`src/hdl/sspc_pkg.sv`:
```
// Shared types and codes for the servo status packet checker.
package sspc_pkg;

  localparam int unsigned CFG_INDEX_W = 3;
  localparam int unsigned CFG_DATA_W  = 8;

  // Configuration register indexes.
  localparam logic [CFG_INDEX_W-1:0] REG_HEADER_FIRST  = 3'd0;
  localparam logic [CFG_INDEX_W-1:0] REG_HEADER_SECOND = 3'd1;
  localparam logic [CFG_INDEX_W-1:0] REG_EXPECTED_ID   = 3'd2;
  localparam logic [CFG_INDEX_W-1:0] REG_ACCEPT_ANY_ID = 3'd3;
  localparam logic [CFG_INDEX_W-1:0] REG_PARAM_LEN     = 3'd4;
  localparam logic [CFG_INDEX_W-1:0] REG_SEARCH_LIMIT  = 3'd5;

  // Input opcodes.
  localparam logic [1:0] OP_ARM     = 2'd0;
  localparam logic [1:0] OP_BYTE    = 2'd1;
  localparam logic [1:0] OP_TIMEOUT = 2'd2;

  // Result codes.
  localparam logic [2:0] RC_OK     = 3'd0;
  localparam logic [2:0] RC_SHORT  = 3'd1;
  localparam logic [2:0] RC_HEADER = 3'd2;
  localparam logic [2:0] RC_ID     = 3'd3;
  localparam logic [2:0] RC_LEN    = 3'd4;
  localparam logic [2:0] RC_CSUM   = 3'd5;

  // Result kinds.
  localparam logic KIND_PARAM   = 1'b0;
  localparam logic KIND_VERDICT = 1'b1;

  // Length byte carries the parameter count plus the id-free overhead.
  localparam logic [8:0] LEN_OVERHEAD = 9'd2;

  typedef struct packed {
    logic [1:0] opcode;
    logic [7:0] rx_byte;
  } sspc_item_t;

  typedef struct packed {
    logic       kind;
    logic [7:0] param_byte;
    logic [7:0] param_index;
    logic [2:0] result_code;
    logic [7:0] reply_id;
    logic [7:0] reply_status;
    logic       last;
  } sspc_result_t;

endpackage

```
`src/hdl/servo_status_packet_checker_core.sv`:
```
// Servo status packet checker: one transaction per cycle while item_stall is low,
// registered results. Each accepted transaction (arm, received byte or timeout)
// updates the packet parser in the same cycle, and any result it causes (a
// parameter byte or the final verdict) is registered into the result register, or
// into the skid register if the result register holds one that is not taken. A new
// transaction can be accepted every cycle while item_stall is low. Results sit in a
// two-entry output buffer (result register plus skid register), so the input keeps
// flowing while one result waits; item_stall rises only when both entries are full,
// and falls in the cycle after the result side takes one. Configuration writes take
// effect at once and should be made only while no packet is in flight.
module servo_status_packet_checker_core
  import sspc_pkg::*;
(
  input  logic                   clk,
  input  logic                   rst,
  input  logic                   item_valid,
  output logic                   item_stall,
  input  sspc_item_t             item,
  output logic                   result_valid,
  input  logic                   result_stall,
  output sspc_result_t           result,
  input  logic                   cfg_write,
  input  logic [CFG_INDEX_W-1:0] cfg_index,
  input  logic [CFG_DATA_W-1:0]  cfg_data
);

  typedef enum logic [2:0] {
    PH_IDLE,
    PH_HUNT,
    PH_ID,
    PH_LEN,
    PH_STATUS,
    PH_PARAM,
    PH_CSUM
  } phase_t;

  // Configuration registers.
  logic [7:0] header_byte_first;
  logic [7:0] header_byte_second;
  logic [7:0] expected_id;
  logic       accept_any_id;
  logic [7:0] expected_param_len;
  logic [7:0] header_search_limit;

  // Parser state.
  phase_t     phase, phase_next;
  logic [7:0] previous_byte, previous_byte_next;
  logic [7:0] search_count, search_count_next;
  logic [7:0] got_id, got_id_next;
  logic [7:0] got_status, got_status_next;
  logic [7:0] running_sum, running_sum_next;
  logic [7:0] params_seen, params_seen_next;
  logic       len_ok, len_ok_next;

  // Output buffer.
  logic         skid_valid;
  sspc_result_t skid;

  logic         accept;
  logic         pop;
  logic         res_fire;
  sspc_result_t res;
  logic [7:0]   search_count_inc;
  logic [7:0]   params_seen_inc;
  logic [7:0]   b;

  assign accept     = item_valid && !item_stall;
  assign pop        = result_valid && !result_stall;
  assign item_stall = skid_valid;
  assign b          = item.rx_byte;

  assign search_count_inc = search_count + 8'd1;
  assign params_seen_inc  = params_seen + 8'd1;

  always_comb begin
    phase_next         = phase;
    previous_byte_next = previous_byte;
    search_count_next  = search_count;
    got_id_next        = got_id;
    got_status_next    = got_status;
    running_sum_next   = running_sum;
    params_seen_next   = params_seen;
    len_ok_next        = len_ok;
    res_fire           = 1'b0;
    res.kind           = KIND_VERDICT;
    res.param_byte     = 8'd0;
    res.param_index    = 8'd0;
    res.result_code    = RC_OK;
    res.reply_id       = got_id;
    res.reply_status   = 8'd0;
    res.last           = 1'b1;

    if (item.opcode == OP_ARM) begin
      phase_next         = PH_HUNT;
      previous_byte_next = 8'd0;
      search_count_next  = 8'd0;
      got_id_next        = 8'd0;
      got_status_next    = 8'd0;
      running_sum_next   = 8'd0;
      params_seen_next   = 8'd0;
      len_ok_next        = 1'b0;
    end else if (phase != PH_IDLE && item.opcode == OP_TIMEOUT) begin
      res_fire   = 1'b1;
      phase_next = PH_IDLE;
      case (phase)
        PH_PARAM: res.result_code = RC_SHORT;
        PH_CSUM:  res.result_code = RC_CSUM;
        default:  res.result_code = RC_HEADER;
      endcase
    end else if (phase != PH_IDLE && item.opcode == OP_BYTE) begin
      case (phase)
        PH_HUNT: begin
          search_count_next = search_count_inc;
          if (search_count != 8'd0 && previous_byte == header_byte_first &&
              b == header_byte_second) begin
            phase_next = PH_ID;
          end else begin
            previous_byte_next = b;
            // A limit of zero gives up on the first byte, like a limit of one.
            if (search_count_inc >= header_search_limit) begin
              res_fire        = 1'b1;
              res.result_code = RC_HEADER;
              phase_next      = PH_IDLE;
            end
          end
        end
        PH_ID: begin
          got_id_next      = b;
          running_sum_next = b;
          phase_next       = PH_LEN;
        end
        PH_LEN: begin
          len_ok_next      = ({1'b0, b} == ({1'b0, expected_param_len} + LEN_OVERHEAD));
          running_sum_next = running_sum + b;
          phase_next       = PH_STATUS;
        end
        PH_STATUS: begin
          got_status_next  = b;
          running_sum_next = running_sum + b;
          // A wrong id takes precedence over a wrong length.
          if (!accept_any_id && got_id != expected_id) begin
            res_fire        = 1'b1;
            res.result_code = RC_ID;
            phase_next      = PH_IDLE;
          end else if (!len_ok) begin
            res_fire        = 1'b1;
            res.result_code = RC_LEN;
            phase_next      = PH_IDLE;
          end else begin
            phase_next = (expected_param_len == 8'd0) ? PH_CSUM : PH_PARAM;
          end
        end
        PH_PARAM: begin
          res_fire         = 1'b1;
          res.kind         = KIND_PARAM;
          res.param_byte   = b;
          res.param_index  = params_seen;
          res.last         = 1'b0;
          running_sum_next = running_sum + b;
          params_seen_next = params_seen_inc;
          if (params_seen_inc >= expected_param_len) begin
            phase_next = PH_CSUM;
          end
        end
        PH_CSUM: begin
          res_fire   = 1'b1;
          phase_next = PH_IDLE;
          if (b == ~running_sum) begin
            res.result_code  = RC_OK;
            res.reply_status = got_status;
          end else begin
            res.result_code = RC_CSUM;
          end
        end
        default: begin
          phase_next = PH_IDLE;
        end
      endcase
    end
  end

  always_ff @(posedge clk) begin
    if (rst) begin
      header_byte_first   <= 8'd255;
      header_byte_second  <= 8'd255;
      expected_id         <= 8'd1;
      accept_any_id       <= 1'b0;
      expected_param_len  <= 8'd0;
      header_search_limit <= 8'd10;
    end else if (cfg_write) begin
      case (cfg_index)
        REG_HEADER_FIRST:  header_byte_first   <= cfg_data;
        REG_HEADER_SECOND: header_byte_second  <= cfg_data;
        REG_EXPECTED_ID:   expected_id         <= cfg_data;
        REG_ACCEPT_ANY_ID: accept_any_id       <= cfg_data[0];
        REG_PARAM_LEN:     expected_param_len  <= cfg_data;
        REG_SEARCH_LIMIT:  header_search_limit <= cfg_data;
        default: ;
      endcase
    end
  end

  always_ff @(posedge clk) begin
    if (rst) begin
      phase         <= PH_IDLE;
      previous_byte <= 8'd0;
      search_count  <= 8'd0;
      got_id        <= 8'd0;
      got_status    <= 8'd0;
      running_sum   <= 8'd0;
      params_seen   <= 8'd0;
      len_ok        <= 1'b0;
    end else if (accept) begin
      phase         <= phase_next;
      previous_byte <= previous_byte_next;
      search_count  <= search_count_next;
      got_id        <= got_id_next;
      got_status    <= got_status_next;
      running_sum   <= running_sum_next;
      params_seen   <= params_seen_next;
      len_ok        <= len_ok_next;
    end
  end

  // The skid entry fills only when a new result arrives while the result
  // register holds one that is not taken in this cycle.
  always_ff @(posedge clk) begin
    if (rst) begin
      result_valid <= 1'b0;
      skid_valid   <= 1'b0;
    end else if (skid_valid) begin
      if (pop) begin
        result_valid <= 1'b1;
        skid_valid   <= 1'b0;
      end
    end else if (accept && res_fire) begin
      if (!result_valid || pop) begin
        result_valid <= 1'b1;
      end else begin
        skid_valid <= 1'b1;
      end
    end else if (pop) begin
      result_valid <= 1'b0;
    end
  end

  always_ff @(posedge clk) begin
    if (skid_valid) begin
      if (pop) begin
        result <= skid;
      end
    end else if (accept && res_fire) begin
      if (!result_valid || pop) begin
        result <= res;
      end else begin
        skid <= res;
      end
    end
  end

  a_skid_behind_result : assert property (@(posedge clk) disable iff (rst)
    skid_valid |-> result_valid)
    else $error("skid entry holds a result while the result register is empty");

  a_idle_ignores : assert property (@(posedge clk) disable iff (rst)
    (accept && phase == PH_IDLE && item.opcode != OP_ARM) |=> phase == PH_IDLE)
    else $error("parser left idle without an arm");

  a_verdict_is_last : assert property (@(posedge clk) disable iff (rst)
    result_valid |-> (result.kind == result.last))
    else $error("last flag disagrees with result kind");

  a_param_fields : assert property (@(posedge clk) disable iff (rst)
    (result_valid && result.kind == KIND_PARAM) |->
      (result.result_code == RC_OK && result.reply_status == 8'd0))
    else $error("parameter result carries verdict fields");

  a_status_only_ok : assert property (@(posedge clk) disable iff (rst)
    (result_valid && result.result_code != RC_OK) |-> result.reply_status == 8'd0)
    else $error("status byte reported on a failed packet");

endmodule
```
`config.mk`:
```
export PLATFORM = sky130hd
export DESIGN_NAME = servo_status_packet_checker_core
export DESIGN_NICKNAME = d
export VERILOG_FILES = /design/src/hdl/sspc_pkg.sv /design/src/hdl/servo_status_packet_checker_core.sv
export SDC_FILE = /design/constraint.sdc
export NUM_CORES = 1
export LEC_CHECK = 0
export BUFFER_PORTS_ARGS = -buffer_cell sky130_fd_sc_hd__buf_2
export CAP_MARGIN = 20
export CORE_MARGIN = 1.5
export CORE_UTILIZATION = 56
export CTS_BUF_LIST = sky130_fd_sc_hd__clkbuf_8
export CTS_CLUSTER_DIAMETER = 120
export DETAILED_ROUTE_END_ITERATION = 6
export GPL_ROUTABILITY_DRIVEN = 0
export PLACE_DENSITY_LB_ADDON = 0.15
export SETUP_SLACK_MARGIN = 0.15
export SYNTH_ARGS = -nofsm -noshare
export SYNTH_HDL_FRONTEND = slang
export SYNTH_SLANG_ARGS = --single-unit
```
`constraint.sdc`:
```
create_clock -name clk -period 4.2 [get_ports clk]
set_input_delay 1.05 -clock clk [delete_from_list [all_inputs] [get_ports clk]]
set_output_delay 1.05 -clock clk [all_outputs]
set_load 0.02 [all_outputs]
```
==> summary.txt, run 1 <==
Clock tree
  – Reg clk slew, reported paths: about 100 ps
  – TritonCTS Buffers: 17
  – Clk_lat worst skew: 460 ps
  – CTS tree: built
  – Root buffer cell: clkbuf_8
  – Post-CTS sizing: 0
  – Post CTS Setup Buffer Count: 0
  – Number of hold buffers added after cts: 0
  – Clock net sink count: 167
  – H-tree depth: 4
  – Clock tree buffer depth: 2

Drt
  – Antenna Nets Post-Route: 0
  – Wire per inst: approximately 18 µm
  – Final WL: between 15000 and 20000 µm
  – DRC: 0
  – DRT iter0 DRCs: 531
  – Vias: slightly above 6k
  – DRT Pass-1 Iters: 4
  – Vias per cell: 5.82

Synthesis
  – Post-Syn Nets: 870
  – Asr flop ratio synth: 0%
  – Leading post-synthesis cells by cell area: edfxtp_1 (26%), dfxtp_1 (23%), mux2i_1 (6.4%), mux2_2 (4.6%), ha_1 (4.1%)
  – Top cells by count, synth: dfxtp_1 (95), nor2_1 (83), nand2_1 (75), edfxtp_1 (72), mux2i_1 (53)
  – Netlist Area Pre-Place: approximately 8300 µm²
  – Unique cell type count in the Yosys netlist: 67
  – Area leader, netlist: edfxtp_1
  – EDFF count, synth: between 70 and 80
  – Sequential fraction of the synthesis area: 49.0%
  – Count leader, synth: dfxtp_1
  – Number of synthesized register bits: 167
  – Cells after Synth: 816
  – Mean Syn Cell Area: ~10 µm²
  – YS warnings: 0
  – Top cell type's share of synthesized area: between 20% and 30%
  – Top FF cell, synth: dfxtp_1

Power and ir drop
  – Power Density: 335 nW/µm²
  – Pleak: about 3.4 nW
  – Maximum vdd drop: ~180 µV

Worst setup path
  – Worst r2r path cells: 11
  – Worst setup path startpoint: search_count[0]
  – Arrival time worst endpoint: 3600 ps
  – WS Path Type: reg -> reg
  – Flop-to-flop setup slack: around 770 ps
  – Worst Path Max Fanout: 22
  – R2r startpoint: search_count[0]
  – CP Launch Type: flop
  – R2r endpoint: result[35]
  – CP required: ~4400 ps
  – CP endpoint kind: flop

Floorplanning
  – DIE AREA: ~16000 µm²
  – CORE AREA: 14500 µm²
  – Boundary Pins: 65
  – Die X: around 120 µm
  – Die Y: between 100 and 150 µm
  – Initial cell density of the core: between 50% and 60%
  – # rows: 44

STA
  – Post-route minimum period: approximately 3400 ps
  – Final slew viol count: 0
  – Max Clock Skew: 10.8 ps
  – Worst slew pin tran: approximately 960 ps
  – Max Freq: between 200 and 300 MHz
  – Worst Hold Margin: between 400 and 500 ps
  – TNS Setup: 0 ps
  – Endpoints failing setup: 0
  – Worst setup margin: about 770 ps
  – Relative slew slack: a little over a third
  – Period utilization: approximately four fifths
  – Final hold vios: 0
  – RSZ-0062 raised after global routing: false

Run
  – MaxCap Viol Count: 0

Final layout
  – Area Growth Syn to Fin: 10.7%
  – Finished Layout Cells: approximately 1.1k
  – Fill cell count: between 1k and 1.5k
  – Final Net Count: 924
  – Layout cells sized above 1: between 10% and 20%
  – Antenna cells: 0
  – Post-route cell area: 9170 µm²

Placement
  – # placed instances: approximately 1.0k
  – Post-DP Area: 8780 µm²
  – Detailed-placement wirelength estimate: ~13000 µm
  – I/O Buffers: 64
  – Place WS: ~750 ps

Status
  – Status: finished, final reports clean

Worst hold path
  – Hold Crit Class: reg -> reg
  – Hold path start: header_search_limit[0]
  – Hold Path Stages: 2
  – Hold Path End: header_search_limit[0]

GRT
  – First-pass GRT wire length: a little over 30000 µm
  – Global route overflow: 0
  – GRT Total Usage: 25.3%
  – Pin count of the biggest net entering global routing: 74
  – Number of global-route vias before repair: slightly below 6k
  – Initial antenna violation count: 0
==> worst max-delay path, stage by stage, from the launching register on <==
cell and delay [ps]:
dfxtp_1 440, and3_1 270, and3_1 270, and3_1 190
xor2_1 80, ha_1 300, nand2_1 60, nor3_1 190
a21oi_1 150, o31a_1 410, a21boi_4 510, buf_12 250
==> final cells by class <==
type | instances | area [µm²] | area share (%)
Timing Repair Buffer | 73 | 400 | 4.37
Multi-Input combinational cell | 584 | 3990 | 43.5
Clock inverter | 14 | 140 | 1.53
Clock buffer | 18 | 248 | 2.70
Tap cell | 184 | 230 | 2.51
Sequential cell | 167 | 4070 | 44.3
Inverter | 27 | 101 | 1.10
==> kinds of logic after synthesis <==
kind of cell,share of synthesized area (%)
flip-flops,49.0
AND/OR/NAND/NOR,18.3
multiplexers,11.2
AO/OA/AOI/OAI,9.04
buffers and inverters,3.08
adder cells (fa/ha/maj),4.32
XOR/XNOR,5.07
==> placed cells by master, fill, tap and decap left out, types with 8 or more instances in the layout <==
cell,count
xnor2_1,27
nor3_1,16
nor2_1,82
inv_1,23
o21ai_1,13
nand2b_1,9
nand2_1,75
and3_1,8
xor2_1,21
clkbuf_8,18
a22oi_1,11
mux2_2,34
dfxtp_1,94
nor2b_1,11
nand3_1,24
and2_1,33
buf_2,64
ha_1,27
edfxtp_1,72
buf_4,8
mux2i_1,53
nand4_1,8
o21ai_0,9
a21oi_1,33
==> metrics by stage <==
stage	power, mW	utilization (%)
final	3.08	63.4
after global routing	3.17	63.4
after CTS	3.09	63.3
after detailed placement	1.97	60.6
after global placement	1.96	60.6
after floorplan	1.89	-
==> per-layer routing <==
layer / track usage (%) / part of all wire, % / vias up
li1: - / - / 3011
met1: 35.6 / 47 / 2968
met2: 39.4 / 46 / 203
met3: 4.68 / 5.4 / 26
met4: 8.79 / 1.7 / 0
met5: 0 / 0 / -
==> worst max-delay path by stage <==
stage / to / slack (ps) / depth (start not counted)
2_1_floorplan: result[10] / 600 / 7
3_3_place_gp: result[12] / 860 / 6
3_5_place_dp: result[9] / 750 / 6
4_1_cts: result[35] / 760 / 11
5_1_grt: result[35] / 580 / 11
6_report: result[35] / 770 / 11
==> power by group <==
part	leakage [nW]	total [mW]	switching (mW)	internal, mW
clock	0.195	1.14	0.640	0.501
sequential	1.33	1.72	0.0185	1.70
combinational	1.92	0.216	0.138	0.0780
==> sequential cells by signal (all words and copies together), names as in the netlist <==
| register | cells |
|---|---|
| expected_id | 8 |
| params_seen | 8 |
| header_search_limit | 8 |
| accept_any_id | 1 |
| got_status | 8 |
| phase | 3 |
| previous_byte | 8 |
| result | 36 |
| search_count | 8 |
| running_sum | 8 |
| len_ok | 1 |
| result_valid | 1 |
| got_id | 8 |
| item_stall | 1 |
| expected_param_len | 8 |
| header_byte_first | 8 |
| skid | 36 |
| header_byte_second | 8 |
Note: power is estimated with default switching activity, not from simulation.
==> inputs of run 2 (changes only) <==
CORE_UTILIZATION = 62   (was 56)
clock period = 3.25 ns   (was 4.2 ns; I/O delays follow)
==> run 2 against run 1 <==
  * Sequential share of layout area decreased by 0.52 points
  * Clock-buffer cell count fell by 1
  * Final cell count shrank 0.37%
  * Routed wire length up 0.11%
  * Sequential power is 29% higher
  * Critical path depth stayed put
  * Maximum frequency increased by 17%
  * Sequential cell count stayed put
  * First-iteration DRC count fell by 14%
  * Critical endpoint is now result[29]
  * Largest cell class unchanged
==> summary.txt, run 2 (synthesized netlist as in run 1, its figures left out) <==
Run
  – MaxCap Viol Count: 0 (unchanged)

Floorplanning
  – # rows: 42 (-4.5%)
  – Boundary Pins: 65 (unchanged)
  – Initial cell density of the core: 63.1% (+5.8 points)
  – DIE AREA: 14100 µm² (-9.4%)
  – Die Y: 119 µm (-4.8%)
  – CORE AREA: 13100 µm² (-9.3%)
  – Die X: 119 µm (-4.8%)

Drt
  – Antenna Nets Post-Route: 0 (unchanged)
  – DRT Pass-1 Iters: 5 (+1)
  – Vias per cell: 5.90 (+1.3%)
  – Vias: 6268 (+0.97%)
  – Wire per inst: 18.0 µm (+0.49%)
  – Final WL: 19200 µm (+0.11%)
  – DRC: 0 (unchanged)
  – DRT iter0 DRCs: 457 (-14%)

Worst setup path
  – Worst r2r path cells: 11 (unchanged)
  – Most numerous cell on the critical path: and3_4
  – WS Path Type: reg -> reg
  – Max incr delay on CP: 360 ps (-150 ps)
  – CP endpoint kind: flop
  – Worst Path Max Fanout: 28 (+27%)
  – Arrival time worst endpoint: 3090 ps (-510 ps)
  – CP required: 3420 ps (-950 ps)
  – CP Launch Type: flop
  – Cell Chain, Critical Path: and3_4, and3_4, and3_1, xor2_1, ha_1, nand2_1, nor3_1, a21oi_1, o31a_1, a21boi_4, buf_12
  – Slowest CP cell: dfxtp_2

Placement
  – I/O Buffers: 64 (unchanged)
  – Place WS: 306 ps (-442 ps)
  – # placed instances: 1031 (-0.29%)
  – Detailed-placement wirelength estimate: 13500 µm (+0.32%)

STA
  – Worst Hold Margin: 467 ps (-1.58 ps)
  – TNS Setup: 0 ps (unchanged)
  – Max Freq: 342 MHz (+17%)
  – Endpoints failing setup: 0 (unchanged)
  – Worst slew pin tran: 899 ps (-64.1 ps)
  – Relative slew slack: 39.7% (+3.9 points)
  – Max Clock Skew: 10.6 ps (-0.268 ps)
  – Period utilization: 90.0% (+8.4 points)
  – Final hold vios: 0 (unchanged)
  – Post-route minimum period: 2920 ps (-501 ps)
  – RSZ-0062 raised after global routing: false
  – Final slew viol count: 0 (unchanged)
  – Worst setup margin: 325 ps (-449 ps)

Clock tree
  – TritonCTS Buffers: 17 (unchanged)
  – Root buffer cell: clkbuf_8
  – Clk_lat worst skew: 470 ps (about the same)
  – CTS tree: built
  – H-tree depth: 4 (unchanged)
  – Clock tree buffer depth: 2 (unchanged)
  – Reg clk slew, reported paths: 90 ps (about the same)
  – Number of hold buffers added after cts: 0 (unchanged)
  – Clock net sink count: 167 (unchanged)

GRT
  – Initial antenna violation count: 1 (+1)
  – GRT Total Usage: 28.3% (+3.0 points)
  – Pin count of the biggest net entering global routing: 74 (unchanged)
  – Global route overflow: 0 (unchanged)
  – First-pass GRT wire length: 31000 µm (about the same)
  – Number of global-route vias before repair: 6141 (+4.4%)

Final layout
  – FF+latch area: 4070 µm² (about the same)
  – Final Net Count: 928 (+0.43%)
  – Fin util: 70.7% (+7.3 points)
  – Finished Layout Cells: 1063 (-0.37%)
  – Layout cells sized above 1: 18.5% (+1.0 points)
  – Fill cell count: 978 (-16%)
  – Area Growth Syn to Fin: 12.1%
  – Most common cell after layout, fill and taps aside: dfxtp_1
  – Commonest cells after routing, fill and taps aside: dfxtp_1 (92), nor2_1 (82), nand2_1 (75), edfxtp_1 (72), buf_2 (64)
  – Antenna cells: 0 (unchanged)
  – Top flop regs: result x36, skid x36
  – Area of the multi-input gates: 4010 µm² (+0.44%)

Power and ir drop
  – Maximum vdd drop: 243 µV (+32%)
  – Power Density: 449 nW/µm² (+34%)
  – Pleak: 3.57 nW (+3.7%)

Worst hold path
  – Hold Path Stages: 2 (unchanged)
  – Hold Crit Class: reg -> reg

Status
  – Status: finished, final reports clean
-- run 2: what timing repair did --
item | CTS | global route
gates resized for setup | 0 | 3
buffers inserted | 0 | 0
setup endpoints to repair | 0 | 39
-- run 2: worst paths after layout --
kind	from	endpoint	slack (ps)
worst min-delay path	header_search_limit[6]	header_search_limit[6]	470
worst max-delay path	search_count[2]	result[29]	330
worst max register to register	search_count[2]	result[29]	330
worst min register to register	header_search_limit[6]	header_search_limit[6]	470
-- run 2: power by group --
group,switching (mW),internal (mW),leakage [nW]
sequential,0.0245,2.20,1.39
combinational,0.180,0.102,1.96
clock,0.810,0.857,0.221
total,1.01,3.16,3.57
-- run 2: metrics by stage --
step	cell area, µm²	power (mW)
6_report	9290	4.17
3_5_place_dp	8830	2.55
5_1_grt	9290	4.29
2_1_floorplan	8320	2.44
3_3_place_gp	8830	2.54
4_1_cts	9280	4.18
-- run 2: critical path, delay by kind of cell, from the launching register on --
family / cells / cell delay [ps]
buf+inv: 1 / 200
compound gates: 3 / 730
flops: 1 / 360
xor+xnor: 1 / 150
simple gates: 5 / 870
fa+ha+maj: 1 / 300
-- run 2: area by class of cell --
cell class              instances  area share, %
clock buffers                  17           2.52
clock inverters                15           2.32
inverters                      27           1.09
multi-input cells             584           43.1
flip-flops and latches        167           43.8
well taps                     176           2.37
repair buffers                 77           4.77
-- run 2: per-layer routing --
metal | vias up | share of wire [%] | wire, µm | GRT usage (%)
li1 | 3015 | - | - | -
met1 | 2959 | 43 | 8320 | 37.4
met2 | 252 | 47 | 8980 | 45.6
met3 | 42 | 6.8 | 1310 | 4.78
met4 | 0 | 2.9 | 555 | 13.4
met5 | - | 0 | 0 | 0
